===== src/design/bmsfp_pkg.sv =====
// shared types and constants of the frame parser with cell statistics
package bmsfp_pkg;

  localparam int ADDR_W = 4;
  localparam int DATA_W = 32;
  localparam int CNT_W  = 5;
  localparam int SUM_W  = 20;
  localparam int MV_W   = 16;

  localparam logic [7:0]  SYNC0_BYTE   = 8'hA5;
  localparam logic [7:0]  SYNC1_BYTE   = 8'h5A;
  localparam logic [7:0]  CMD_READ     = 8'h82;
  localparam logic [15:0] SUB_CELLS    = 16'h1100;
  localparam logic [15:0] SUB_PACK     = 16'h1000;
  localparam logic [7:0]  MIN_LEN      = 8'd3;
  localparam logic [7:0]  PACK_MIN_LEN = 8'd6;
  localparam logic [7:0]  CUR_MIN_LEN  = 8'd17;
  localparam logic [7:0]  SOC_MIN_LEN  = 8'd26;

  localparam logic [7:0] POS_CMD     = 8'd0;
  localparam logic [7:0] POS_SUB_HI  = 8'd1;
  localparam logic [7:0] POS_SUB_LO  = 8'd2;
  localparam logic [7:0] POS_TOT_HI  = 8'd3;
  localparam logic [7:0] POS_TOT_LO  = 8'd4;
  localparam logic [7:0] POS_CUR_HI  = 8'd15;
  localparam logic [7:0] POS_CUR_LO  = 8'd16;
  localparam logic [7:0] POS_SOC     = 8'd25;

  localparam logic [15:0] CELL_LOW_RST  = 16'd1000;
  localparam logic [15:0] CELL_HIGH_RST = 16'd5000;
  localparam logic [4:0]  MIN_GOOD_RST  = 5'd12;

  typedef enum logic [1:0] {
    REG_CELL_LOW  = 2'd0,
    REG_CELL_HIGH = 2'd1,
    REG_MIN_GOOD  = 2'd2,
    REG_NONE      = 2'd3
  } reg_index_t;

  typedef enum logic [1:0] {
    KIND_UNKNOWN = 2'd0,
    KIND_CELLS   = 2'd1,
    KIND_PACK    = 2'd2
  } frame_kind_t;

  typedef enum logic [1:0] {
    PH_SYNC0 = 2'd0,
    PH_SYNC1 = 2'd1,
    PH_LEN   = 2'd2,
    PH_BODY  = 2'd3
  } parse_phase_t;

  typedef enum logic [1:0] {
    ST_IDLE = 2'd0,
    ST_FIN  = 2'd1,
    ST_DIV  = 2'd2,
    ST_PUB  = 2'd3
  } seq_state_t;

  typedef struct packed {
    logic start;
    logic busy;
  } div_ctrl_t;

endpackage


===== src/design/bmsfp_div.sv =====
// iterative restoring divider, one quotient bit per cycle, for the cell average
module bmsfp_div (
  input  logic                       clk,
  input  logic                       rst,
  input  logic                       start,
  input  logic [bmsfp_pkg::SUM_W-1:0] dividend,
  input  logic [bmsfp_pkg::CNT_W-1:0] divisor,
  output logic                       busy,
  output logic [bmsfp_pkg::SUM_W-1:0] quotient
);
  import bmsfp_pkg::*;

  localparam int STEP_W = $clog2(SUM_W);
  localparam logic [STEP_W-1:0] LAST_STEP = STEP_W'(SUM_W - 1);

  logic [CNT_W-1:0]  rem;
  logic [CNT_W-1:0]  dvs;
  logic [SUM_W-1:0]  quo;
  logic [STEP_W-1:0] step;
  logic [CNT_W:0]    trial;
  logic              fits;

  assign trial    = {rem, quo[SUM_W-1]};
  assign fits     = trial >= {1'b0, dvs};
  assign quotient = quo;

  always_ff @(posedge clk) begin
    if (rst) begin
      busy <= 1'b0;
      step <= '0;
    end else if (start) begin
      busy <= 1'b1;
      step <= '0;
    end else if (busy) begin
      step <= step + STEP_W'(1);
      if (step == LAST_STEP) begin
        busy <= 1'b0;
      end
    end
  end

  always_ff @(posedge clk) begin
    if (start) begin
      rem <= '0;
      dvs <= divisor;
      quo <= dividend;
    end else if (busy) begin
      if (fits) begin
        rem <= CNT_W'(trial - {1'b0, dvs});
      end else begin
        rem <= trial[CNT_W-1:0];
      end
      quo <= {quo[SUM_W-2:0], fits};
    end
  end

endmodule


===== src/design/bms_frame_parser_cell_stats.sv =====
// top level: byte parser, cell statistics and published record
//
//  channel | direction | handshake             | payload
//  in      | input     | in_valid / in_stall   | byte_in
//  out     | output    | out_valid / out_stall | frame_kind .. state_of_charge
//  cfg     | input     | apb psel / penable    | paddr, pwdata, prdata
//
// a byte that does not close a frame is accepted whenever the sequencer is idle
// a frame-closing byte passes the sequencer through finish and publish; when cell
// statistics are published, the 20-step divider that forms the average runs between them
// bytes stall while a result waits; the sequencer holds at publish
// until the output register is free
// rst is synchronous; it restores the register defaults and clears the record
module bms_frame_parser_cell_stats #(
  parameter int MAX_CELL_COUNT     = 24,
  parameter int FRAME_BUFFER_BYTES = 256
) (
  input  logic                        clk,
  input  logic                        rst,
  input  logic                        in_valid,
  output logic                        in_stall,
  input  logic [7:0]                  byte_in,
  output logic                        out_valid,
  input  logic                        out_stall,
  output logic [1:0]                  frame_kind,
  output logic                        data_valid,
  output logic [4:0]                  cell_count,
  output logic [15:0]                 cell_min_mv,
  output logic [15:0]                 cell_max_mv,
  output logic [15:0]                 cell_avg_mv,
  output logic [15:0]                 cell_delta_mv,
  output logic [19:0]                 pack_total_mv,
  output logic signed [19:0]          pack_current_ma,
  output logic [7:0]                  state_of_charge,
  input  logic                        psel,
  input  logic                        penable,
  input  logic                        pwrite,
  input  logic [bmsfp_pkg::ADDR_W-1:0] paddr,
  input  logic [bmsfp_pkg::DATA_W-1:0] pwdata,
  output logic [bmsfp_pkg::DATA_W-1:0] prdata,
  output logic                        pready
);
  import bmsfp_pkg::*;

  localparam logic [8:0] MAX_LEN   = 9'(FRAME_BUFFER_BYTES - 3);
  localparam logic [8:0] CELL_LIMIT = 9'(4 + 2 * MAX_CELL_COUNT);

  // configuration
  logic [15:0]      cell_low;
  logic [15:0]      cell_high;
  logic [CNT_W-1:0] min_good;
  reg_index_t       reg_sel;
  logic             cfg_write;

  // parser state
  parse_phase_t     phase;
  logic [7:0]       body_length;
  logic [7:0]       body_position;
  logic [7:0]       command_byte;
  logic [15:0]      sub_command;
  logic [7:0]       high_byte_hold;
  logic [SUM_W-1:0] running_sum;
  logic [CNT_W-1:0] running_good;
  logic [15:0]      running_min;
  logic [15:0]      running_max;
  logic [15:0]      scratch_total;
  logic [15:0]      scratch_current;
  logic [7:0]       scratch_soc;

  // sequencer
  seq_state_t       state;
  seq_state_t       state_next;
  logic             div_start;
  logic             div_busy;
  logic             pub_en;
  logic             in_accept;
  logic             frame_end;
  logic             out_free;
  frame_kind_t      kind;
  logic [CNT_W-1:0] need;
  logic             cells_ok;
  logic [SUM_W-1:0] quotient;

  // per-byte datapath
  logic [15:0]      mv;
  logic             cell_slot;
  logic             cell_good;
  logic [SUM_W:0]   sum_wide;
  logic [8:0]       pos_inc;
  logic [SUM_W-1:0] total_x10;
  logic [SUM_W-1:0] cur_ext;
  logic [SUM_W-1:0] cur_x10;

  assign pready    = 1'b1;
  assign reg_sel   = reg_index_t'(paddr[ADDR_W-1:2]);
  assign cfg_write = psel && penable && pwrite && pready;

  always_ff @(posedge clk) begin
    if (rst) begin
      cell_low  <= CELL_LOW_RST;
      cell_high <= CELL_HIGH_RST;
      min_good  <= MIN_GOOD_RST;
    end else if (cfg_write) begin
      unique case (reg_sel)
        REG_CELL_LOW:  cell_low  <= pwdata[15:0];
        REG_CELL_HIGH: cell_high <= pwdata[15:0];
        REG_MIN_GOOD:  min_good  <= pwdata[CNT_W-1:0];
        default: ;
      endcase
    end
  end

  always_comb begin
    unique case (reg_sel)
      REG_CELL_LOW:  prdata = {16'd0, cell_low};
      REG_CELL_HIGH: prdata = {16'd0, cell_high};
      REG_MIN_GOOD:  prdata = {{(DATA_W - CNT_W){1'b0}}, min_good};
      default:       prdata = '0;
    endcase
  end

  assign in_accept = in_valid && !in_stall;
  assign pos_inc   = {1'b0, body_position} + 9'd1;
  assign frame_end = (phase == PH_BODY) && (pos_inc >= {1'b0, body_length});

  always_comb begin
    if (command_byte != CMD_READ) begin
      kind = KIND_UNKNOWN;
    end else if (sub_command == SUB_CELLS) begin
      kind = KIND_CELLS;
    end else if (sub_command == SUB_PACK) begin
      kind = KIND_PACK;
    end else begin
      kind = KIND_UNKNOWN;
    end
  end

  assign mv        = {high_byte_hold, byte_in};
  assign cell_slot = (body_position >= POS_TOT_LO) && !body_position[0]
                     && (kind == KIND_CELLS) && ({1'b0, body_position} < CELL_LIMIT);
  assign cell_good = cell_slot && (mv > cell_low) && (mv < cell_high);
  assign sum_wide  = {1'b0, running_sum} + (SUM_W + 1)'(mv);

  always_ff @(posedge clk) begin
    if (rst) begin
      phase       <= PH_SYNC0;
      body_length <= '0;
    end else if (in_accept) begin
      unique case (phase)
        PH_SYNC0: begin
          if (byte_in == SYNC0_BYTE) begin
            phase <= PH_SYNC1;
          end
        end
        PH_SYNC1: begin
          if (byte_in == SYNC1_BYTE) begin
            phase <= PH_LEN;
          end else if (byte_in != SYNC0_BYTE) begin
            phase <= PH_SYNC0;
          end
        end
        PH_LEN: begin
          body_length <= byte_in;
          if (byte_in < MIN_LEN || {1'b0, byte_in} > MAX_LEN) begin
            phase <= PH_SYNC0;
          end else begin
            phase <= PH_BODY;
          end
        end
        PH_BODY: begin
          if (frame_end) begin
            phase <= PH_SYNC0;
          end
        end
        default: ;
      endcase
    end
  end

  always_ff @(posedge clk) begin
    if (in_accept && phase == PH_LEN) begin
      body_position   <= '0;
      command_byte    <= '0;
      sub_command     <= '0;
      high_byte_hold  <= '0;
      running_sum     <= '0;
      running_good    <= '0;
      running_min     <= '1;
      running_max     <= '0;
      scratch_total   <= '0;
      scratch_current <= '0;
      scratch_soc     <= '0;
    end else if (in_accept && phase == PH_BODY) begin
      body_position <= pos_inc[7:0];
      unique case (body_position)
        POS_CMD:    command_byte          <= byte_in;
        POS_SUB_HI: sub_command[15:8]     <= byte_in;
        POS_SUB_LO: sub_command[7:0]      <= byte_in;
        POS_TOT_HI: scratch_total[15:8]   <= byte_in;
        POS_TOT_LO: scratch_total[7:0]    <= byte_in;
        POS_CUR_HI: scratch_current[15:8] <= byte_in;
        POS_CUR_LO: scratch_current[7:0]  <= byte_in;
        POS_SOC:    scratch_soc           <= byte_in;
        default: ;
      endcase
      if (body_position >= POS_TOT_HI && body_position[0]) begin
        high_byte_hold <= byte_in;
      end
      if (cell_good) begin
        running_sum  <= sum_wide[SUM_W] ? '1 : sum_wide[SUM_W-1:0];
        running_good <= running_good + CNT_W'(1);
        if (mv < running_min) begin
          running_min <= mv;
        end
        if (mv > running_max) begin
          running_max <= mv;
        end
      end
    end
  end

  // frame-end sequencer
  assign need     = (min_good == '0) ? CNT_W'(1) : min_good;
  assign cells_ok = running_good >= need;
  assign out_free = !out_valid || !out_stall;

  always_ff @(posedge clk) begin
    if (rst) begin
      state <= ST_IDLE;
    end else begin
      state <= state_next;
    end
  end

  always_comb begin
    state_next = state;
    unique case (state)
      ST_IDLE: begin
        if (in_accept && frame_end) begin
          state_next = ST_FIN;
        end
      end
      ST_FIN: begin
        if (kind == KIND_CELLS && cells_ok) begin
          state_next = ST_DIV;
        end else begin
          state_next = ST_PUB;
        end
      end
      ST_DIV: begin
        if (!div_busy) begin
          state_next = ST_PUB;
        end
      end
      ST_PUB: begin
        if (out_free) begin
          state_next = ST_IDLE;
        end
      end
      default: state_next = ST_IDLE;
    endcase
  end

  always_comb begin
    in_stall  = (state != ST_IDLE);
    div_start = (state == ST_FIN) && (kind == KIND_CELLS) && cells_ok;
    pub_en    = (state == ST_PUB) && out_free;
  end

  bmsfp_div u_div (
    .clk      (clk),
    .rst      (rst),
    .start    (div_start),
    .dividend (running_sum),
    .divisor  (running_good),
    .busy     (div_busy),
    .quotient (quotient)
  );

  assign total_x10 = ({4'd0, scratch_total} << 3) + ({4'd0, scratch_total} << 1);
  assign cur_ext   = {{(SUM_W - 16){scratch_current[15]}}, scratch_current};
  assign cur_x10   = (cur_ext << 3) + (cur_ext << 1);

  // published record doubles as the output register
  always_ff @(posedge clk) begin
    if (rst) begin
      out_valid       <= 1'b0;
      frame_kind      <= KIND_UNKNOWN;
      data_valid      <= 1'b0;
      cell_count      <= '0;
      cell_min_mv     <= '0;
      cell_max_mv     <= '0;
      cell_avg_mv     <= '0;
      cell_delta_mv   <= '0;
      pack_total_mv   <= '0;
      pack_current_ma <= '0;
      state_of_charge <= '0;
    end else if (pub_en) begin
      out_valid  <= 1'b1;
      frame_kind <= kind;
      if (kind == KIND_CELLS && cells_ok) begin
        data_valid    <= 1'b1;
        cell_count    <= running_good;
        cell_min_mv   <= running_min;
        cell_max_mv   <= running_max;
        cell_avg_mv   <= quotient[15:0];
        cell_delta_mv <= running_max - running_min;
        pack_total_mv <= running_sum;
      end else if (kind == KIND_PACK && body_length >= PACK_MIN_LEN) begin
        if (pack_total_mv == '0) begin
          pack_total_mv <= total_x10;
        end
        if (body_length >= CUR_MIN_LEN) begin
          pack_current_ma <= cur_x10;
        end
        if (body_length >= SOC_MIN_LEN) begin
          state_of_charge <= scratch_soc;
        end
      end
    end else if (out_valid && !out_stall) begin
      out_valid <= 1'b0;
    end
  end

endmodule


===== config.mk =====
export PLATFORM = sky130hd
export DESIGN_NAME = bms_frame_parser_cell_stats
export DESIGN_NICKNAME = d
export VERILOG_FILES = /design/src/design/bmsfp_pkg.sv /design/src/design/bmsfp_div.sv /design/src/design/bms_frame_parser_cell_stats.sv
export SDC_FILE = /design/constraint.sdc
export NUM_CORES = 1
export LEC_CHECK = 0
export BUFFER_PORTS_ARGS = -buffer_cell sky130_fd_sc_hd__buf_2
export CAP_MARGIN = 15
export CORE_MARGIN = 4
export CORE_UTILIZATION = 50
export DETAILED_ROUTE_END_ITERATION = 7
export GPL_TIMING_DRIVEN = 0
export PLACE_DENSITY_LB_ADDON = 0.25
export SYNTH_ARGS = -nofsm -noshare
export SYNTH_HDL_FRONTEND = slang
export SYNTH_SLANG_ARGS = --single-unit

===== constraint.sdc =====
create_clock -name clk -period 3.1 [get_ports clk]
set_input_delay 0.31 -clock clk [delete_from_list [all_inputs] [get_ports clk]]
set_output_delay 0.31 -clock clk [all_outputs]
set_load 0.05 [all_outputs]

==> summary.md, run 1 <==
| Metric | Value |
|---|---|
| Status | `finished clean` |
| Slew Viols, Final | `0` |
| Max Root-Sink Buffers | `3` |
| Most common cell after layout, fill and taps aside | `nand2_1` |
| Worst-margin pin slew | `approximately 1.1 ns` |
| Pre-CTS WS | `-0.4478 ns` |
| FFs w/ async S/R, synth | `0` |
| Slew margin rel. | `0.2338` |
| Net Sw Frac | `0.2405` |
| Tot GR Track Use | `0.2821` |
| Final ANT Viol Nets | `0` |
| Number of fill cells | `~3200` |
| Die width | `198.5 um` |
| FF+latch count, synth | `approximately 340` |
| Vias in the first global route | `15670` |
| PwrDens | `between 400 and 500 mW/mm^2` |
| CP Max Fanout | `10` |
| Total wire length | `57590 um` |
| Initial antenna violation count | `1` |
| Final hold slack | `a little under 0.02 ns` |
| Synth warnings | `0` |
| RePlAce Congestion | `around 0.95` |
| Minimum clock period | `just under 3 ns` |
| Synth top area share | `0.3499` |
| Area after DPL | `0.01962 mm^2` |
| Nets@finish | `2647` |
| Area delta synth->final | `17.00%` |
| Commonest cells after routing, fill and taps aside | `nand2_1 (423), dfxtp_1 (307), a21oi_1 (238), buf_2 (185), nor2_1 (151)` |
| Dominant cell type by area after synthesis | `dfxtp_1` |
| Placed instance count | `around 2800` |
| Via count | `approximately 17000` |
| Synth area leaders | `dfxtp_1 (35%), ha_1 (10%), nand2_1 (8.8%)` |
| Total grt overflow | `0` |
| Mean area per synthesized cell | `8.249 um^2` |
| Setup Crit Path Kind | `flop to flop` |
| Worst path required time | `3.59 ns` |
| Yosys cell types | `between 70 and 80` |
| Metal3 WL | `roughly 4200 um` |
| Core box area | `roughly 0.036 mm^2` |
| CTS tree | `built` |
| # DRC | `0` |
| Final Hold Viols | `0` |
| P_sw | `2.304 mW` |
| Post-DP HPWL | `42240 um` |
| Clock sink count | `between 300 and 400` |
| Synthesized area | `~0.018 mm^2` |
| Seq/Total Area, Yosys | `0.3913` |
| Worst EP arrival | `between 3 and 4 ns` |
| Root Buffer | `clkbuf_16` |
| Hold crit path type | `primary input to flop` |
| Prevailing post-synth register cell | `dfxtp_1` |
| Global-route wire length before repair | `87440 um` |
| F_max | `approximately 0.34 GHz` |
| Crit end category | `flop` |
| Average wire per cell in the routed design | `approximately 20 um` |
| Row count | `just under 70` |
| Ports | `206` |
| Layout cells sized above 1 | `0.1421` |
| CP Launch Type | `flop` |
| Finished Layout Cells | `between 2000 and 3000` |
| Clock skew | `0.03142 ns` |
| Highest metal used | `met4` |
| Sequential share of power | `0.467` |
| Initial core utilization | `0.5087` |
| Final instance area | `0.02122 mm^2` |
| Max Cap Viol | `0` |
| Largest net degree at the start of global routing | `21` |
| Clock share of power | `0.485` |
| Combinational fraction of design power | `0.049` |
| RSZ-0062 raised after global routing | `yes` |
| Final period util | `0.9564` |
| Buffers added on ports | `around 170` |
| Min setup slack post-route | `0.1352 ns` |
| DIE HEIGHT | `just under 200 um` |
| Leak | `about 9.4 nW` |
| EDFF count, synth | `25` |
| Worst skew pair latency | `~0.58 ns` |
| Iteration-0 DRC Markers | `1171` |
| Routed vias/inst | `around 5.7` |
| Peak VDD IR | `between 400 and 500 uV` |
| Met1 Routed Length | `roughly 25000 um` |
| Drt pass-1 iters | `5` |
| Post-layout util | `0.5952` |
| Final setup viols | `0` |
| H-tree depth | `2` |
| Cell count after synthesis | `around 2200` |
| Metal2 WL | `roughly 26000 um` |
| Setup_tns | `0 ns` |
| Clk slew on worst S/H paths | `0.06 ns` |
| Final Power | `approximately 9.6 mW` |
| Int Power | `just over 7 mW` |
| DIE AREA | `between 0.03 and 0.04 mm^2` |
| Total CTS buffers | `39` |
power by group through the flow:
stage | Sequential (mW) | Combinational [mW] | Clock [mW]
after floorplan | 4.56 | 0.283 | 0
after global placement | 4.57 | 0.435 | 0
after detailed placement | 4.57 | 0.444 | 0
after CTS | 4.47 | 0.456 | 4.71
after global routing | 4.47 | 0.497 | 4.90
final | 4.47 | 0.466 | 4.64
state kept, by name, summed over array words and instances, names as in the netlist, 8 cells and up:
register,count
body_length,8
body_position,8
cell_avg_mv,16
cell_delta_mv,16
cell_high,16
cell_low,16
cell_max_mv,16
cell_min_mv,16
command_byte,8
high_byte_hold,8
pack_current_ma,19
pack_total_mv,20
running_max,16
running_min,16
running_sum,20
scratch_current,16
scratch_soc,8
scratch_total,16
state_of_charge,8
sub_command,16
u_div.quotient,20
kinds of logic (layout without fill, tap and decap cells):
| family | count (synthesis) | count (layout) | share of synthesized area |
|---|---|---|---|
| and+or+nand+nor | 797 | 798 | 0.1937 |
| AOI/OAI and AO/OA | 513 | 513 | 0.1715 |
| DFF | 342 | 342 | 0.3913 |
| buffers and inverters | 245 | 499 | 0.05760 |
| adders and majority gates | 156 | 156 | 0.1097 |
| muxes | 89 | 89 | 0.04932 |
| xor gates and xnor gates | 55 | 55 | 0.02656 |
| other | 2 | 19 | 0.0004140 |
path summary, 6_finish.rpt:
check	cells past startpoint	from	to	slack [ns]
setup / recovery	12	high_byte_hold[6]	running_max[7]	0.14
hold / removal	3	pwdata[7]	cell_high[7]	0.02
setup reg to reg	12	high_byte_hold[6]	running_max[7]	0.14
hold reg to reg	2	cell_max_mv[13]	cell_max_mv[13]	0.45
Yosys cell counts (22+ instances only):
cell / instances
a211oi_1: 31
a21o_1: 33
a21oi_1: 240
clkbuf_1: 80
dfxtp_1: 317
edfxtp_1: 25
ha_1: 151
inv_1: 118
mux2i_1: 86
nand2_1: 424
nand3_1: 42
nand4_1: 22
nor2_1: 154
nor3_1: 40
o211ai_1: 22
o21ai_0: 90
xnor2_1: 36
worst max-delay path, stage by stage, from the launching register on:
cell and delay (ns):
dfxtp_1 0.50, ha_1 0.32, a2111oi_2 0.28, o21ai_1 0.15, a311oi_2 0.28, nand3_2 0.14
a2111oi_4 0.33, buf_4 0.20, and3_1 0.18, buf_6 0.13, buf_12 0.12, nand3_1 0.07
a21oi_1 0.18
area by class of cell:
cell class | instances | area [um^2] | area share
multi-input cells | 1629 | 10190 | 0.4802
flip-flops and latches | 342 | 7112 | 0.3351
clock buffers | 50 | 1097 | 0.05171
repair buffers | 186 | 998.5 | 0.04705
plain buffers | 122 | 603.1 | 0.02842
well taps | 461 | 576.8 | 0.02718
inverters | 120 | 452.9 | 0.02134
clock inverters | 21 | 188.9 | 0.008903
diodes | 1 | 2.502 | 0.0001179
metal layers:
layer	vias to the layer above	global-route usage
met3	139	0.04421
li1	8101	-
met4	0	0.1175
met1	7932	0.3764
met2	591	0.4584
met5	-	0
timing repair:
item | in CTS | in global routing
setup buffers | 2 | 7
resized for setup | 20 | 38
gates cloned | 0 | 1
pin swaps | 1 | 5
hold buffers | 9 | 0
setup endpoints to repair | 142 | 193
endpoints found under the hold margin | 14 | 0
(Power assumes the default switching activity.)
==> inputs of run 2 (changes only) <==
clock period = 2.9 ns   (was 3.1 ns; I/O delays follow)
==> summary.md, run 2 (synthesis results as in run 1) <==
| Metric | Value |
|---|---|
| Initial antenna violation count | `1 (unchanged)` |
| Final instance area | `0.02148 mm^2 (+1.2%)` |
| Crit end category | `flop` |
| Net Sw Frac | `0.2406 (about the same)` |
| # DRC | `0 (unchanged)` |
| RePlAce Congestion | `0.9458 (unchanged)` |
| Final Hold Viols | `0 (unchanged)` |
| Core box area | `0.03566 mm^2 (unchanged)` |
| Hold path endpoint | `cell_high[3]` |
| Worst skew pair latency | `0.58 ns (about the same)` |
| Layout cells sized above 1 | `0.1539 (+0.01177)` |
| Reg2Reg Capture Point | `u_div.quotient[17]` |
| Initial core utilization | `0.5087 (unchanged)` |
| Iteration-0 DRC Markers | `1285 (+9.7%)` |
| Post-DP HPWL | `42240 um (unchanged)` |
| Most common cell after layout, fill and taps aside | `nand2_1` |
| Nets@finish | `2653 (+0.23%)` |
| Worst reg-to-reg setup slack | `0.11 ns (-0.02 ns)` |
| Worst-margin pin slew | `1.155 ns (+0.005925 ns)` |
| Max Root-Sink Buffers | `3 (unchanged)` |
| Hold Path Depth | `3 (unchanged)` |
| Slew margin rel. | `0.2298 (-0.003950)` |
| Pre-CTS WS | `-0.6478 ns (-0.2000 ns)` |
| Total wire length | `57730 um (+0.24%)` |
| Total grt overflow | `0 (unchanged)` |
| Routed vias/inst | `5.707 (-0.19%)` |
| Global-route wire length before repair | `87690 um (+0.28%)` |
| Sequential share of power | `0.466 (about the same)` |
| Row count | `69 (unchanged)` |
| Largest net degree at the start of global routing | `15 (-29%)` |
| Commonest cells after routing, fill and taps aside | `nand2_1 (420), dfxtp_1 (303), a21oi_1 (236), buf_2 (180), nor2_1 (151)` |
| Minimum clock period | `2.786 ns (-0.1784 ns)` |
| RSZ-0062 raised after global routing | `yes` |
| Area delta synth->final | `18.40%` |
| Reg2reg start | `min_good[3]` |
| Average wire per cell in the routed design | `19.65 um (about the same)` |
| Min setup slack post-route | `0.1136 ns (-0.02158 ns)` |
| Number of fill cells | `3198 (-1.3%)` |
| DIE HEIGHT | `198.5 um (unchanged)` |
| Final setup viols | `0 (unchanged)` |
| Final Power | `10.25 mW (+7.0%)` |
| Slew Viols, Final | `0 (unchanged)` |
| Clk slew on worst S/H paths | `0.06 ns (about the same)` |
| Area after DPL | `0.01962 mm^2 (unchanged)` |
| Clock skew | `0.02768 ns (-0.003733 ns)` |
| PwrDens | `477.2 mW/mm^2 (+5.7%)` |
| Buffers added on ports | `168 (unchanged)` |
| Leak | `9.448 nW (+0.93%)` |
| Min-delay src | `pwdata[3]` |
| Status | `finished clean` |
| FF-to-FF path depth | `11 (-1)` |
| Combinational fraction of design power | `0.049 (about the same)` |
| Worst path required time | `3.20 ns (-0.39 ns)` |
| Hold crit path type | `primary input to flop` |
| Drt pass-1 iters | `6 (+1)` |
| Root Buffer | `clkbuf_16` |
| Peak VDD IR | `496.5 uV (+6.8%)` |
| CTS tree | `built` |
| Vias in the first global route | `15690 (+0.11%)` |
| Die width | `198.5 um (unchanged)` |
| Via count | `16770 (+0.018%)` |
| Total CTS buffers | `39 (unchanged)` |
| CP Launch Type | `flop` |
| F_max | `0.3589 GHz (+6.4%)` |
| Ports | `206 (unchanged)` |
| CP Max Fanout | `11 (+1)` |
| H-tree depth | `2 (unchanged)` |
| Tot GR Track Use | `0.2827 (+0.0006430)` |
| Clock sink count | `342 (unchanged)` |
| Max Cap Viol | `0 (unchanged)` |
| Post-layout util | `0.6023 (+0.007124)` |
| Worst EP arrival | `3.08 ns (-0.37 ns)` |
| Int Power | `7.783 mW (+7.0%)` |
| Setup Crit Path Kind | `flop to flop` |
| Clock share of power | `0.485 (about the same)` |
| Final period util | `0.9608 (+0.004432)` |
| DIE AREA | `0.03939 mm^2 (unchanged)` |
| Final ANT Viol Nets | `0 (unchanged)` |
| P_sw | `2.466 mW (+7.0%)` |
[run 2: routing by layer]
metal,share of wire,global-route usage
met1,0.43,0.3776
met2,0.46,0.4633
met3,0.067,0.04302
met4,0.040,0.1112
met5,0,0
[run 2: area by class of cell]
type                            count  area, um^2  area share
Multi-Input combinational cell   1629       10320      0.4804
Sequential cell                   342        7124      0.3317
Clock buffer                       50        1097     0.05110
Timing Repair Buffer              195        1096     0.05104
Buffer                            119       619.3     0.02884
Tap cell                          461       576.8     0.02686
Inverter                          120       452.9     0.02109
Clock inverter                     21       188.9    0.008797
Antenna cell                        1       2.502   0.0001165
[run 2: how the worst max path moves through the flow]
| stage | start | endpoint | slack [ns] | cells after the start |
|---|---|---|---|---|
| floorplan | body_position[4] | state[0] | 0.21 | 12 |
| global placement | running_good[0] | cell_max_mv[6] | -0.60 | 11 |
| detailed placement | running_good[0] | cell_max_mv[11] | -0.65 | 11 |
| CTS | sub_command[2] | cell_min_mv[9] | 0.01 | 9 |
| global route | state[0] | scratch_current[6] | -0.009 | 8 |
| finish | min_good[3] | u_div.quotient[17] | 0.11 | 11 |
[run 2: power by group through the flow]
stage               Clock (mW)  Combinational [mW]  Sequential [mW]
finish                    4.97               0.507             4.78
global route              5.24               0.541             4.77
CTS                       5.03               0.495             4.78
detailed placement           0               0.475             4.88
global placement             0               0.465             4.88
floorplan                    0               0.302             4.88
[run 2: per-stage QoR]
stage | hold slack, ns | setup TNS, ns | std cells
finish | 0.01938 | 0 | 2938
global route | 0.01522 | -0.01772 | 2937
CTS | 0.00006783 | 0 | 2933
detailed placement | 0.4431 | -61.36 | 2844
global placement | 0.4357 | -55.43 | 2844
floorplan | 0.4260 | 0 | 2215
[run 2: worst max-delay path, stage by stage, from the launching register on]
cell and delay (ns):
dfxtp_1 0.33, inv_1 0.08, a41o_1 0.25, ha_1 0.27, nand2b_1 0.10, a21o_1 0.11, a21oi_1 0.07, o21ai_2 0.32
and2_1 0.30, nand2_2 0.17, inv_4 0.17, mux2_2 0.36
[run 2: repair_timing]
item | CTS | global route
endpoints found under the setup margin | 200 | 246
cloned | 1 | 0
resized for setup | 45 | 66
pin swaps | 6 | 15
endpoints found under the hold margin | 31 | 0
buffers inserted | 3 | 8
hold buffers | 16 | 0
